`src/hw/rtl/stunbr_pkg.sv`:
```
// Package for the STUN binding response parser: protocol constants, status codes
// and the default datagram limit. It has no dependencies of its own and is
// imported by the parser core.
package stunbr_pkg;

  localparam int MAX_DATAGRAM_DEF = 1024;

  localparam logic [31:0] STUN_COOKIE      = 32'h2112A442;
  localparam logic [15:0] TYPE_BIND_RESP   = 16'h0101;
  localparam logic [15:0] TYPE_BIND_ERR    = 16'h0111;
  localparam logic [15:0] ATTR_XOR_MAPPED  = 16'h0020;
  localparam logic [15:0] ATTR_MAPPED      = 16'h0001;
  localparam logic [7:0]  FAMILY_IPV4      = 8'h01;

  // Header length in bytes, and the width of the attribute position counters.
  localparam int HDR_LEN  = 20;
  localparam int ATTR_W   = 18;

  typedef enum logic [2:0] {
    ST_OK        = 3'd0,
    ST_SHORT     = 3'd1,
    ST_BAD_COOKIE= 3'd2,
    ST_TXID_BAD  = 3'd3,
    ST_ERR_RESP  = 3'd4,
    ST_BAD_TYPE  = 3'd5,
    ST_NO_ADDR   = 3'd6
  } status_t;

  // Register byte addresses on the configuration port.
  localparam logic [3:0] REG_TXID_HIGH = 4'h0;
  localparam logic [3:0] REG_TXID_LOW  = 4'h8;

endpackage

```
`src/hw/rtl/stun_binding_response_parser_core.sv`:
```
// STUN binding response parser core: byte stream in, one status/address word per
// datagram out, with an APB-style port for the expected transaction ID.
// Depends on stunbr_pkg.
//
//   channel | dir | handshake                        | payload
//   in_     | in  | in_tvalid / in_tready            | in_tdata = rx_byte, in_tlast = last_byte
//   out_    | out | out_tvalid / out_tready          | out_tdata = address, port; out_tuser = status
//   cfg_    | in  | cfg_psel, cfg_penable, cfg_pready| cfg_pwdata / cfg_prdata, 64 bits
//
// One byte is accepted per clock. A byte is held in the input register and is folded into
// the parse state as it leaves; the result word for a datagram is loaded into the output
// register at that same edge, so out_tvalid rises as the final byte leaves
// the input register. rst_n is synchronous and clears the parse state, the valid flags and
// the configuration registers. The input side stalls only when a final byte is waiting and
// the output register is still full.
module stun_binding_response_parser_core #(
  parameter int MAX_DATAGRAM = stunbr_pkg::MAX_DATAGRAM_DEF
) (
  input  logic        clk,
  input  logic        rst_n,
  input  logic        in_tvalid,
  output logic        in_tready,
  input  logic [7:0]  in_tdata,    // [7:0] rx_byte
  input  logic        in_tlast,
  output logic        out_tvalid,
  input  logic        out_tready,
  output logic [47:0] out_tdata,   // [31:0] ipv4_address, [47:32] udp_port
  output logic [2:0]  out_tuser,   // [2:0] status
  input  logic        cfg_psel,
  input  logic        cfg_penable,
  input  logic        cfg_pwrite,
  input  logic [3:0]  cfg_paddr,
  input  logic [63:0] cfg_pwdata,
  output logic [63:0] cfg_prdata,
  output logic        cfg_pready
);

  import stunbr_pkg::*;

  localparam int PosW = $clog2(MAX_DATAGRAM + 1);

  // Configuration.
  logic [31:0] txid_high_r;
  logic [63:0] txid_low_r;

  // Input register.
  logic       v1_r;
  logic [7:0] b1_r;
  logic       last1_r;

  // Parse state.
  logic [PosW-1:0]   pos_r, pos_upd, pos_nxt;
  logic [15:0]       mtype_r, mtype_upd, mtype_nxt;
  logic [15:0]       mlen_r, mlen_upd, mlen_nxt;
  logic              cookie_ok_r, cookie_ok_upd, cookie_ok_nxt;
  logic              txid_ok_r, txid_ok_upd, txid_ok_nxt;
  logic [ATTR_W-1:0] nas_r, nas_upd, nas_nxt;
  logic [15:0]       atype_r, atype_upd, atype_nxt;
  logic [15:0]       alen_r, alen_upd, alen_nxt;
  logic [7:0]        fam_r, fam_upd, fam_nxt;
  logic              found_r, found_upd, found_nxt;
  logic [31:0]       addr_r, addr_upd, addr_nxt;
  logic [15:0]       port_r, port_upd, port_nxt;

  // Output register.
  logic        out_valid_r, out_valid_nxt;
  status_t     out_status_r;
  logic [31:0] out_addr_r;
  logic [15:0] out_port_r;

  logic        advance;
  logic        in_range;
  logic [ATTR_W-1:0] pos_ext, rel, attr_end;
  logic [16:0] padded;
  logic        walk_on, cand;
  logic [3:0]  tx_idx;
  logic [7:0]  cookie_byte, txid_byte;
  logic [95:0] txid_all;
  status_t     status;

  assign advance   = v1_r && (!last1_r || !out_valid_r || out_tready);
  assign in_tready = !v1_r || advance;

  always_ff @(posedge clk) begin
    if (!rst_n) begin
      v1_r <= 1'b0;
    end else if (in_tready) begin
      v1_r <= in_tvalid;
    end
  end

  always_ff @(posedge clk) begin
    if (in_tready && in_tvalid) begin
      b1_r    <= in_tdata;
      last1_r <= in_tlast;
    end
  end

  assign txid_all    = {txid_high_r, txid_low_r};
  assign in_range    = pos_r < PosW'(MAX_DATAGRAM);
  assign pos_ext     = ATTR_W'(pos_r);
  assign tx_idx      = 4'(pos_r - PosW'(8));
  assign cookie_byte = 8'(STUN_COOKIE >> {~pos_r[1:0], 3'b000});
  assign txid_byte   = 8'(txid_all >> {4'd11 - tx_idx, 3'b000});
  assign attr_end    = ATTR_W'(mlen_r) + ATTR_W'(HDR_LEN);
  assign walk_on     = !found_r && (nas_r < attr_end) && (pos_ext >= nas_r);
  assign rel         = pos_ext - nas_r;

  always_comb begin
    pos_upd       = pos_r;
    mtype_upd     = mtype_r;
    mlen_upd      = mlen_r;
    cookie_ok_upd = cookie_ok_r;
    txid_ok_upd   = txid_ok_r;
    nas_upd       = nas_r;
    atype_upd     = atype_r;
    alen_upd      = alen_r;
    fam_upd       = fam_r;
    found_upd     = found_r;
    addr_upd      = addr_r;
    port_upd      = port_r;
    cand          = 1'b0;
    padded        = '0;
    if (in_range) begin
      pos_upd = pos_r + PosW'(1);
      if (pos_r < PosW'(2)) begin
        mtype_upd = {mtype_r[7:0], b1_r};
      end else if (pos_r < PosW'(4)) begin
        mlen_upd = {mlen_r[7:0], b1_r};
      end else if (pos_r < PosW'(8)) begin
        if (b1_r != cookie_byte) cookie_ok_upd = 1'b0;
      end else if (pos_r < PosW'(HDR_LEN)) begin
        if (b1_r != txid_byte) txid_ok_upd = 1'b0;
      end else if (walk_on) begin
        if (rel == ATTR_W'(0)) atype_upd = {b1_r, 8'h00};
        else if (rel == ATTR_W'(1)) atype_upd = atype_r | {8'h00, b1_r};
        else if (rel == ATTR_W'(2)) alen_upd = {b1_r, 8'h00};
        else if (rel == ATTR_W'(3)) alen_upd = alen_r | {8'h00, b1_r};
        else if (rel == ATTR_W'(5)) fam_upd = b1_r;
        else if (rel == ATTR_W'(6)) port_upd = {b1_r, 8'h00};
        else if (rel == ATTR_W'(7)) port_upd = port_r | {8'h00, b1_r};
        else if (rel >= ATTR_W'(8) && rel <= ATTR_W'(11)) addr_upd = {addr_r[23:0], b1_r};

        if (rel >= ATTR_W'(3)) begin
          cand = (atype_upd == ATTR_XOR_MAPPED || atype_upd == ATTR_MAPPED) &&
                 alen_upd >= 16'd8 && fam_upd == FAMILY_IPV4;
          padded = ({1'b0, alen_upd} + 17'd3) & ~17'd3;
          if (cand && rel == ATTR_W'(alen_upd) + ATTR_W'(3)) begin
            found_upd = 1'b1;
            if (atype_upd == ATTR_XOR_MAPPED) begin
              addr_upd = addr_upd ^ STUN_COOKIE;
              port_upd = port_upd ^ STUN_COOKIE[31:16];
            end
          end else if (rel == ATTR_W'(padded) + ATTR_W'(3)) begin
            // Padded end of this attribute: the next one starts on the following byte.
            nas_upd = nas_r + ATTR_W'(4) + ATTR_W'(padded);
            fam_upd = '0;
          end
        end
      end
    end
  end

  always_comb begin
    if (pos_upd < PosW'(HDR_LEN))        status = ST_SHORT;
    else if (!cookie_ok_upd)             status = ST_BAD_COOKIE;
    else if (!txid_ok_upd)               status = ST_TXID_BAD;
    else if (mtype_upd == TYPE_BIND_ERR) status = ST_ERR_RESP;
    else if (mtype_upd != TYPE_BIND_RESP) status = ST_BAD_TYPE;
    else if (!found_upd)                 status = ST_NO_ADDR;
    else                                 status = ST_OK;
  end

  always_comb begin
    pos_nxt       = pos_r;
    mtype_nxt     = mtype_r;
    mlen_nxt      = mlen_r;
    cookie_ok_nxt = cookie_ok_r;
    txid_ok_nxt   = txid_ok_r;
    nas_nxt       = nas_r;
    atype_nxt     = atype_r;
    alen_nxt      = alen_r;
    fam_nxt       = fam_r;
    found_nxt     = found_r;
    addr_nxt      = addr_r;
    port_nxt      = port_r;
    if (advance) begin
      if (last1_r) begin
        // The datagram is finished, so the parse state starts afresh.
        pos_nxt       = '0;
        mtype_nxt     = '0;
        mlen_nxt      = '0;
        cookie_ok_nxt = 1'b1;
        txid_ok_nxt   = 1'b1;
        nas_nxt       = ATTR_W'(HDR_LEN);
        atype_nxt     = '0;
        alen_nxt      = '0;
        fam_nxt       = '0;
        found_nxt     = 1'b0;
        addr_nxt      = '0;
        port_nxt      = '0;
      end else begin
        pos_nxt       = pos_upd;
        mtype_nxt     = mtype_upd;
        mlen_nxt      = mlen_upd;
        cookie_ok_nxt = cookie_ok_upd;
        txid_ok_nxt   = txid_ok_upd;
        nas_nxt       = nas_upd;
        atype_nxt     = atype_upd;
        alen_nxt      = alen_upd;
        fam_nxt       = fam_upd;
        found_nxt     = found_upd;
        addr_nxt      = addr_upd;
        port_nxt      = port_upd;
      end
    end
  end

  always_ff @(posedge clk) begin
    if (!rst_n) begin
      pos_r       <= '0;
      mtype_r     <= '0;
      mlen_r      <= '0;
      cookie_ok_r <= 1'b1;
      txid_ok_r   <= 1'b1;
      nas_r       <= ATTR_W'(HDR_LEN);
      atype_r     <= '0;
      alen_r      <= '0;
      fam_r       <= '0;
      found_r     <= 1'b0;
      addr_r      <= '0;
      port_r      <= '0;
    end else begin
      pos_r       <= pos_nxt;
      mtype_r     <= mtype_nxt;
      mlen_r      <= mlen_nxt;
      cookie_ok_r <= cookie_ok_nxt;
      txid_ok_r   <= txid_ok_nxt;
      nas_r       <= nas_nxt;
      atype_r     <= atype_nxt;
      alen_r      <= alen_nxt;
      fam_r       <= fam_nxt;
      found_r     <= found_nxt;
      addr_r      <= addr_nxt;
      port_r      <= port_nxt;
    end
  end

  assign out_valid_nxt = (out_valid_r && !out_tready) || (advance && last1_r);

  always_ff @(posedge clk) begin
    if (!rst_n) begin
      out_valid_r <= 1'b0;
    end else begin
      out_valid_r <= out_valid_nxt;
    end
  end

  always_ff @(posedge clk) begin
    if (advance && last1_r) begin
      out_status_r <= status;
      out_addr_r   <= (status == ST_OK) ? addr_upd : '0;
      out_port_r   <= (status == ST_OK) ? port_upd : '0;
    end
  end

  assign out_tvalid = out_valid_r;
  assign out_tdata  = {out_port_r, out_addr_r};
  assign out_tuser  = out_status_r;

  // Only bit 3 of the address selects the register on writes.
  always_ff @(posedge clk) begin
    if (!rst_n) begin
      txid_high_r <= '0;
      txid_low_r  <= '0;
    end else if (cfg_psel && cfg_penable && cfg_pwrite && cfg_pready) begin
      if (cfg_paddr[3]) txid_low_r <= cfg_pwdata;
      else              txid_high_r <= cfg_pwdata[31:0];
    end
  end

  always_comb begin
    case (cfg_paddr)
      REG_TXID_HIGH: cfg_prdata = {32'h0, txid_high_r};
      REG_TXID_LOW:  cfg_prdata = txid_low_r;
      default:       cfg_prdata = '0;
    endcase
  end

  assign cfg_pready = 1'b1;

endmodule
```
`config.mk`:
```
export PLATFORM = sky130hd
export DESIGN_NAME = stun_binding_response_parser_core
export DESIGN_NICKNAME = d
export VERILOG_FILES = /design/src/hw/rtl/stunbr_pkg.sv /design/src/hw/rtl/stun_binding_response_parser_core.sv
export SDC_FILE = /design/constraint.sdc
export NUM_CORES = 1
export LEC_CHECK = 0
export ABC_AREA = 0
export ABC_CLOCK_PERIOD_IN_PS = 8350
export BUFFER_PORTS_ARGS = -buffer_cell sky130_fd_sc_hd__buf_4
export CORE_MARGIN = 5
export CORE_UTILIZATION = 60
export DETAILED_ROUTE_END_ITERATION = 6
export PLACE_DENSITY = 0.9
export RECOVER_POWER = 25
export SYNTH_ARGS = -nofsm -noshare
export SYNTH_HDL_FRONTEND = slang
export SYNTH_SLANG_ARGS = --single-unit
export TNS_END_PERCENT = 100
```
`constraint.sdc`:
```
create_clock -name clk -period 8.35 [get_ports clk]
set_clock_uncertainty 0.2 [all_clocks]
set_input_delay 2.505 -clock clk [delete_from_list [all_inputs] [get_ports clk]]
set_output_delay 2.505 -clock clk [all_outputs]
set_load 0.02 [all_outputs]
```
==> run_summary.xml <==
<?xml version="1.0" encoding="UTF-8"?>
<metrics>
  <group name="synthesis">
    <metric name="synth.avg_cell_area" unit="µm²">8.79</metric>
    <metric name="post_synth_most_frequent_cells" unit="">319 x sky130_fd_sc_hd__nand2_1, 248 x sky130_fd_sc_hd__dfxtp_1, 116 x sky130_fd_sc_hd__clkbuf_1</metric>
    <metric name="post_synth_instance_area" unit="µm²">17800</metric>
    <metric name="instance_count_of_the_mapped_netlist" unit="">2031</metric>
    <metric name="synth_area_leaders" unit="">sky130_fd_sc_hd__dfxtp_1 28%, sky130_fd_sc_hd__edfxtp_1 10%, sky130_fd_sc_hd__nand2_1 6.7%</metric>
    <metric name="synthMostInstantiatedCell" unit="">sky130_fd_sc_hd__nand2_1</metric>
    <metric name="post-synth-top-area-cell" unit="">sky130_fd_sc_hd__dfxtp_1</metric>
    <metric name="synth.ff_latch_count" unit="">308</metric>
    <metric name="ys_dominant_reg_cell" unit="">sky130_fd_sc_hd__dfxtp_1</metric>
    <metric name="synth-seq-area-share" unit="">0.379</metric>
    <metric name="yosysUniqueCellTypes" unit="">89</metric>
    <metric name="asyncSetResetFlopFracSynth" unit="">0</metric>
    <metric name="synth_largest_type_area_fraction" unit="">0.278</metric>
    <metric name="synth-edff-count" unit="">60</metric>
    <metric name="yosys_warnings" unit="">0</metric>
  </group>
  <group name="setup_path">
    <metric name="critPathLaunchType" unit="">register</metric>
    <metric name="critical_path.reg2reg.startpoint" unit="">nas_r[3]</metric>
    <metric name="setup.worst_path.start" unit="">nas_r[3]</metric>
    <metric name="critPathRequiredTime" unit="ns">8.55</metric>
    <metric name="crit_top_cell" unit="">sky130_fd_sc_hd__a21oi_1</metric>
    <metric name="critical_path.reg2reg.endpoint" unit="">nas_r[17]</metric>
    <metric name="critical_path.slowest_cell" unit="">sky130_fd_sc_hd__ha_1</metric>
    <metric name="setup.reg_to_reg.worst_slack" unit="ns">0.86</metric>
    <metric name="r2r_cells" unit="">31</metric>
    <metric name="maximum_fanout_along_the_worst_path" unit="">16</metric>
    <metric name="arrival" unit="ns">7.69</metric>
    <metric name="crit_path_max_incr_delay" unit="ns">0.48</metric>
    <metric name="worstSetupPathType" unit="">reg2reg</metric>
    <metric name="setup.worst_path.end_class" unit="">register</metric>
    <metric name="crit_path_end" unit="">nas_r[17]</metric>
  </group>
  <group name="power_and_ir_drop">
    <metric name="vdd_drop_max" unit="µV">121</metric>
    <metric name="power_density" unit="nW/µm²">159</metric>
    <metric name="p_int" unit="µW">2530</metric>
    <metric name="leakage" unit="µW">0.00760</metric>
    <metric name="share_clk_of_total_power" unit="">0.475</metric>
    <metric name="switchingPower" unit="µW">753</metric>
    <metric name="power_switching_share" unit="">0.229</metric>
    <metric name="post-layout-total-power" unit="µW">3280</metric>
    <metric name="power.share.combinational" unit="">0.056</metric>
    <metric name="seq_power_share" unit="">0.469</metric>
  </group>
  <group name="drt">
    <metric name="routed_wl" unit="µm">54400</metric>
    <metric name="route.detailed.drc" unit="">2</metric>
    <metric name="detailedRoute.firstIterationViolations" unit="">2090</metric>
    <metric name="first_pass_iters" unit="">7</metric>
    <metric name="avgRoutedWirePerCell" unit="µm">21.1</metric>
    <metric name="vias_per_cell" unit="">6.45</metric>
    <metric name="ant_nets" unit="">0</metric>
    <metric name="route.vias.total" unit="">16600</metric>
  </group>
  <group name="clock_tree">
    <metric name="root_cell_of_the_clock_tree" unit="">sky130_fd_sc_hd__clkbuf_16</metric>
    <metric name="clock_insertion_delay_worst_skew" unit="ns">0.53</metric>
    <metric name="max-clock-path-buffers" unit="">3</metric>
    <metric name="tritoncts" unit="">yes</metric>
    <metric name="cts_made_buffers" unit="">35</metric>
    <metric name="htree_num_levels" unit="">2</metric>
    <metric name="clock_pin_slew_worst_setup_and_hold_paths" unit="ns">0.06</metric>
    <metric name="cts_num_sinks" unit="">308</metric>
  </group>
  <group name="layout">
    <metric name="n_fill_cell" unit="">2268</metric>
    <metric name="layout.core_utilization" unit="">0.702</metric>
    <metric name="finish.net_count" unit="">2314</metric>
    <metric name="flow.area_growth_from_synthesis" unit="%">15.9</metric>
    <metric name="antenna-diode-count" unit="">0</metric>
    <metric name="finalNonFillerCells" unit="">2579</metric>
    <metric name="drive_above_1_share" unit="">0.161</metric>
    <metric name="final-seq-area" unit="µm²">6770</metric>
    <metric name="multi_input_comb_area" unit="µm²">10400</metric>
  </group>
  <group name="floorplan">
    <metric name="die_w" unit="µm">182</metric>
    <metric name="core_box_area" unit="µm²">29500</metric>
    <metric name="pin_count" unit="">202</metric>
    <metric name="floorplan.initialDensity" unit="">0.605</metric>
    <metric name="chipHeight" unit="µm">182</metric>
    <metric name="num_rows" unit="">63</metric>
    <metric name="die-area" unit="µm²">33300</metric>
  </group>
  <group name="timing">
    <metric name="post-route-min-period" unit="ns">7.49</metric>
    <metric name="setup_viol" unit="">0</metric>
    <metric name="final_min_period_over_clock_period" unit="">0.897</metric>
    <metric name="timing.setup.tns" unit="ns">0</metric>
    <metric name="timing_hold_violations_final" unit="">0</metric>
    <metric name="achievable-frequency" unit="MHz">134</metric>
    <metric name="maxSlewViolCount" unit="">100</metric>
    <metric name="maxSlewHeadroom" unit="">-0.723</metric>
    <metric name="rsz0062_at_grt" unit="">no</metric>
    <metric name="finalHoldWorstSlack" unit="ns">0.279</metric>
    <metric name="timing_worst_slew_pin_value" unit="ns">2.58</metric>
  </group>
  <group name="placed_design">
    <metric name="detailedPlacementHpwl" unit="µm">37200</metric>
    <metric name="gp_congestion" unit="">0.996</metric>
    <metric name="numPortBuffers" unit="">200</metric>
    <metric name="post-place-cells" unit="">2516</metric>
  </group>
  <group name="hold_path">
    <metric name="worstHoldPathType" unit="">reg2reg</metric>
  </group>
  <group name="global_route">
    <metric name="via_count_of_the_first_global_routing_pass" unit="">16300</metric>
    <metric name="antenna_found_initial" unit="">0</metric>
    <metric name="globalRoute.totalOverflow" unit="">0</metric>
    <metric name="pin_count_of_the_biggest_net_entering_global_routing" unit="">116</metric>
    <metric name="grt_first_pass_wirelength" unit="µm">86700</metric>
    <metric name="groute.usage.overall" unit="">0.316</metric>
  </group>
  <group name="job">
    <metric name="cap_violations" unit="">2</metric>
  </group>
  <group name="outcome">
    <metric name="status" unit="">finished with violations</metric>
    <metric name="violated_checks" unit="">design-rule violations, max-capacitance violations, max-slew violations</metric>
  </group>
</metrics>
==> sequential cells by signal, summed over array words and instances (netlist names), 3 cells and up <==
signal / flops
out_port_r: 16
pos_r: 11
out_addr_r: 32
mlen_r: 16
alen_r: 16
out_tuser: 3
fam_r: 8
txid_low_r: 64
nas_r: 16
txid_high_r: 32
atype_r: 16
b1_r: 8
mtype_r: 16
port_r: 16
addr_r: 32
==> placed cells by master, fill, tap and decap left out, drive strengths merged, types with 5 or more instances in the layout <==
cell type	count
a22o	43
nand3	21
dfxtp	248
nor2	93
nand4	21
a21oi	93
edfxtp	60
xnor2	47
clkbuf	75
o21a	17
mux2i	32
or3	9
xor2	29
a21o	12
nor2b	111
nand2	320
buf	210
o31ai	13
o22ai	18
inv	51
and3	28
a31oi	21
o211ai	17
a21boi	100
o21bai	12
nand2b	12
a22oi	92
a31o	5
ha	66
a211oi	11
o21ai	44
and2	54
nor4b	7
o2bb2ai	15
nand4b	5
nor3	53
or4	7
nor4	20
mux4	24
a32oi	7
==> what timing repair did <==
| item | in CTS | in global routing |
|---|---|---|
| buffers inserted | 0 | 0 |
| setup endpoints to repair | 0 | 1 |
| resized for setup | 0 | 1 |
| hold buffers | 0 | 0 |
==> cells by family after synthesis <==
family	after synthesis	share of synthesized area
AND/OR/NAND/NOR	781	0.220
AO/OA/AOI/OAI	549	0.222
flip-flops	308	0.379
buffers and inverters	188	0.0424
XOR/XNOR	77	0.0386
adder cells (fa/ha/maj)	67	0.0474
multiplexers	59	0.0501
other	2	0.000421
==> metrics by stage <==
stage,cell area (µm²),setup WS (ns)
2_1_floorplan,17900,1.54
3_3_place_gp,19600,1.09
3_5_place_dp,19600,0.888
4_1_cts,20700,0.838
5_1_grt,20700,0.102
6_report,20700,0.863
==> metal layers <==
layer | wire [µm] | GRT usage | vias to the layer above
met1 | 21700 | 0.421 | 7900
met4 | 2040 | 0.117 | 0
met5 | 0 | 0 | -
met3 | 5450 | 0.0628 | 166
li1 | - | - | 7575
met2 | 25300 | 0.511 | 985
==> critical path, delay by kind of cell, from the launching register on <==
family	cells	cell delay [ns]
AND/OR/NAND/NOR	6	1.73
flip-flops	1	0.39
AO/OA/AOI/OAI	17	2.90
XOR/XNOR	2	0.48
adder cells (fa/ha/maj)	4	1.45
buffers and inverters	2	0.20
==> worst min-delay path by stage <==
stage                startpoint           to  slack [ns]  cells after the start
floorplan             txid_ok_r    txid_ok_r        0.24                      1
global placement      txid_ok_r    txid_ok_r        0.25                      1
detailed placement    txid_ok_r    txid_ok_r        0.26                      1
CTS                   txid_ok_r    txid_ok_r        0.27                      1
global route        cookie_ok_r  cookie_ok_r        0.30                      2
finish                txid_ok_r    txid_ok_r        0.28                      1
==> power by group through the flow <==
stage / Combinational, µW / Clock, µW / Sequential [µW]
global placement: 175 / 0 / 1570
floorplan: 99.0 / 0 / 1570
detailed placement: 179 / 0 / 1570
global route: 195 / 1640 / 1540
finish: 184 / 1560 / 1540
CTS: 180 / 1570 / 1540
==> layout make-up <==
| class | count | share of cell area |
|---|---|---|
| Sequential cell | 308 | 0.327 |
| Tap cell | 390 | 0.0236 |
| Clock inverter | 13 | 0.00811 |
| Multi-Input combinational cell | 1536 | 0.502 |
| Clock buffer | 50 | 0.0480 |
| Inverter | 47 | 0.00853 |
| Timing Repair Buffer | 235 | 0.0826 |
(Power assumes the default switching activity.)
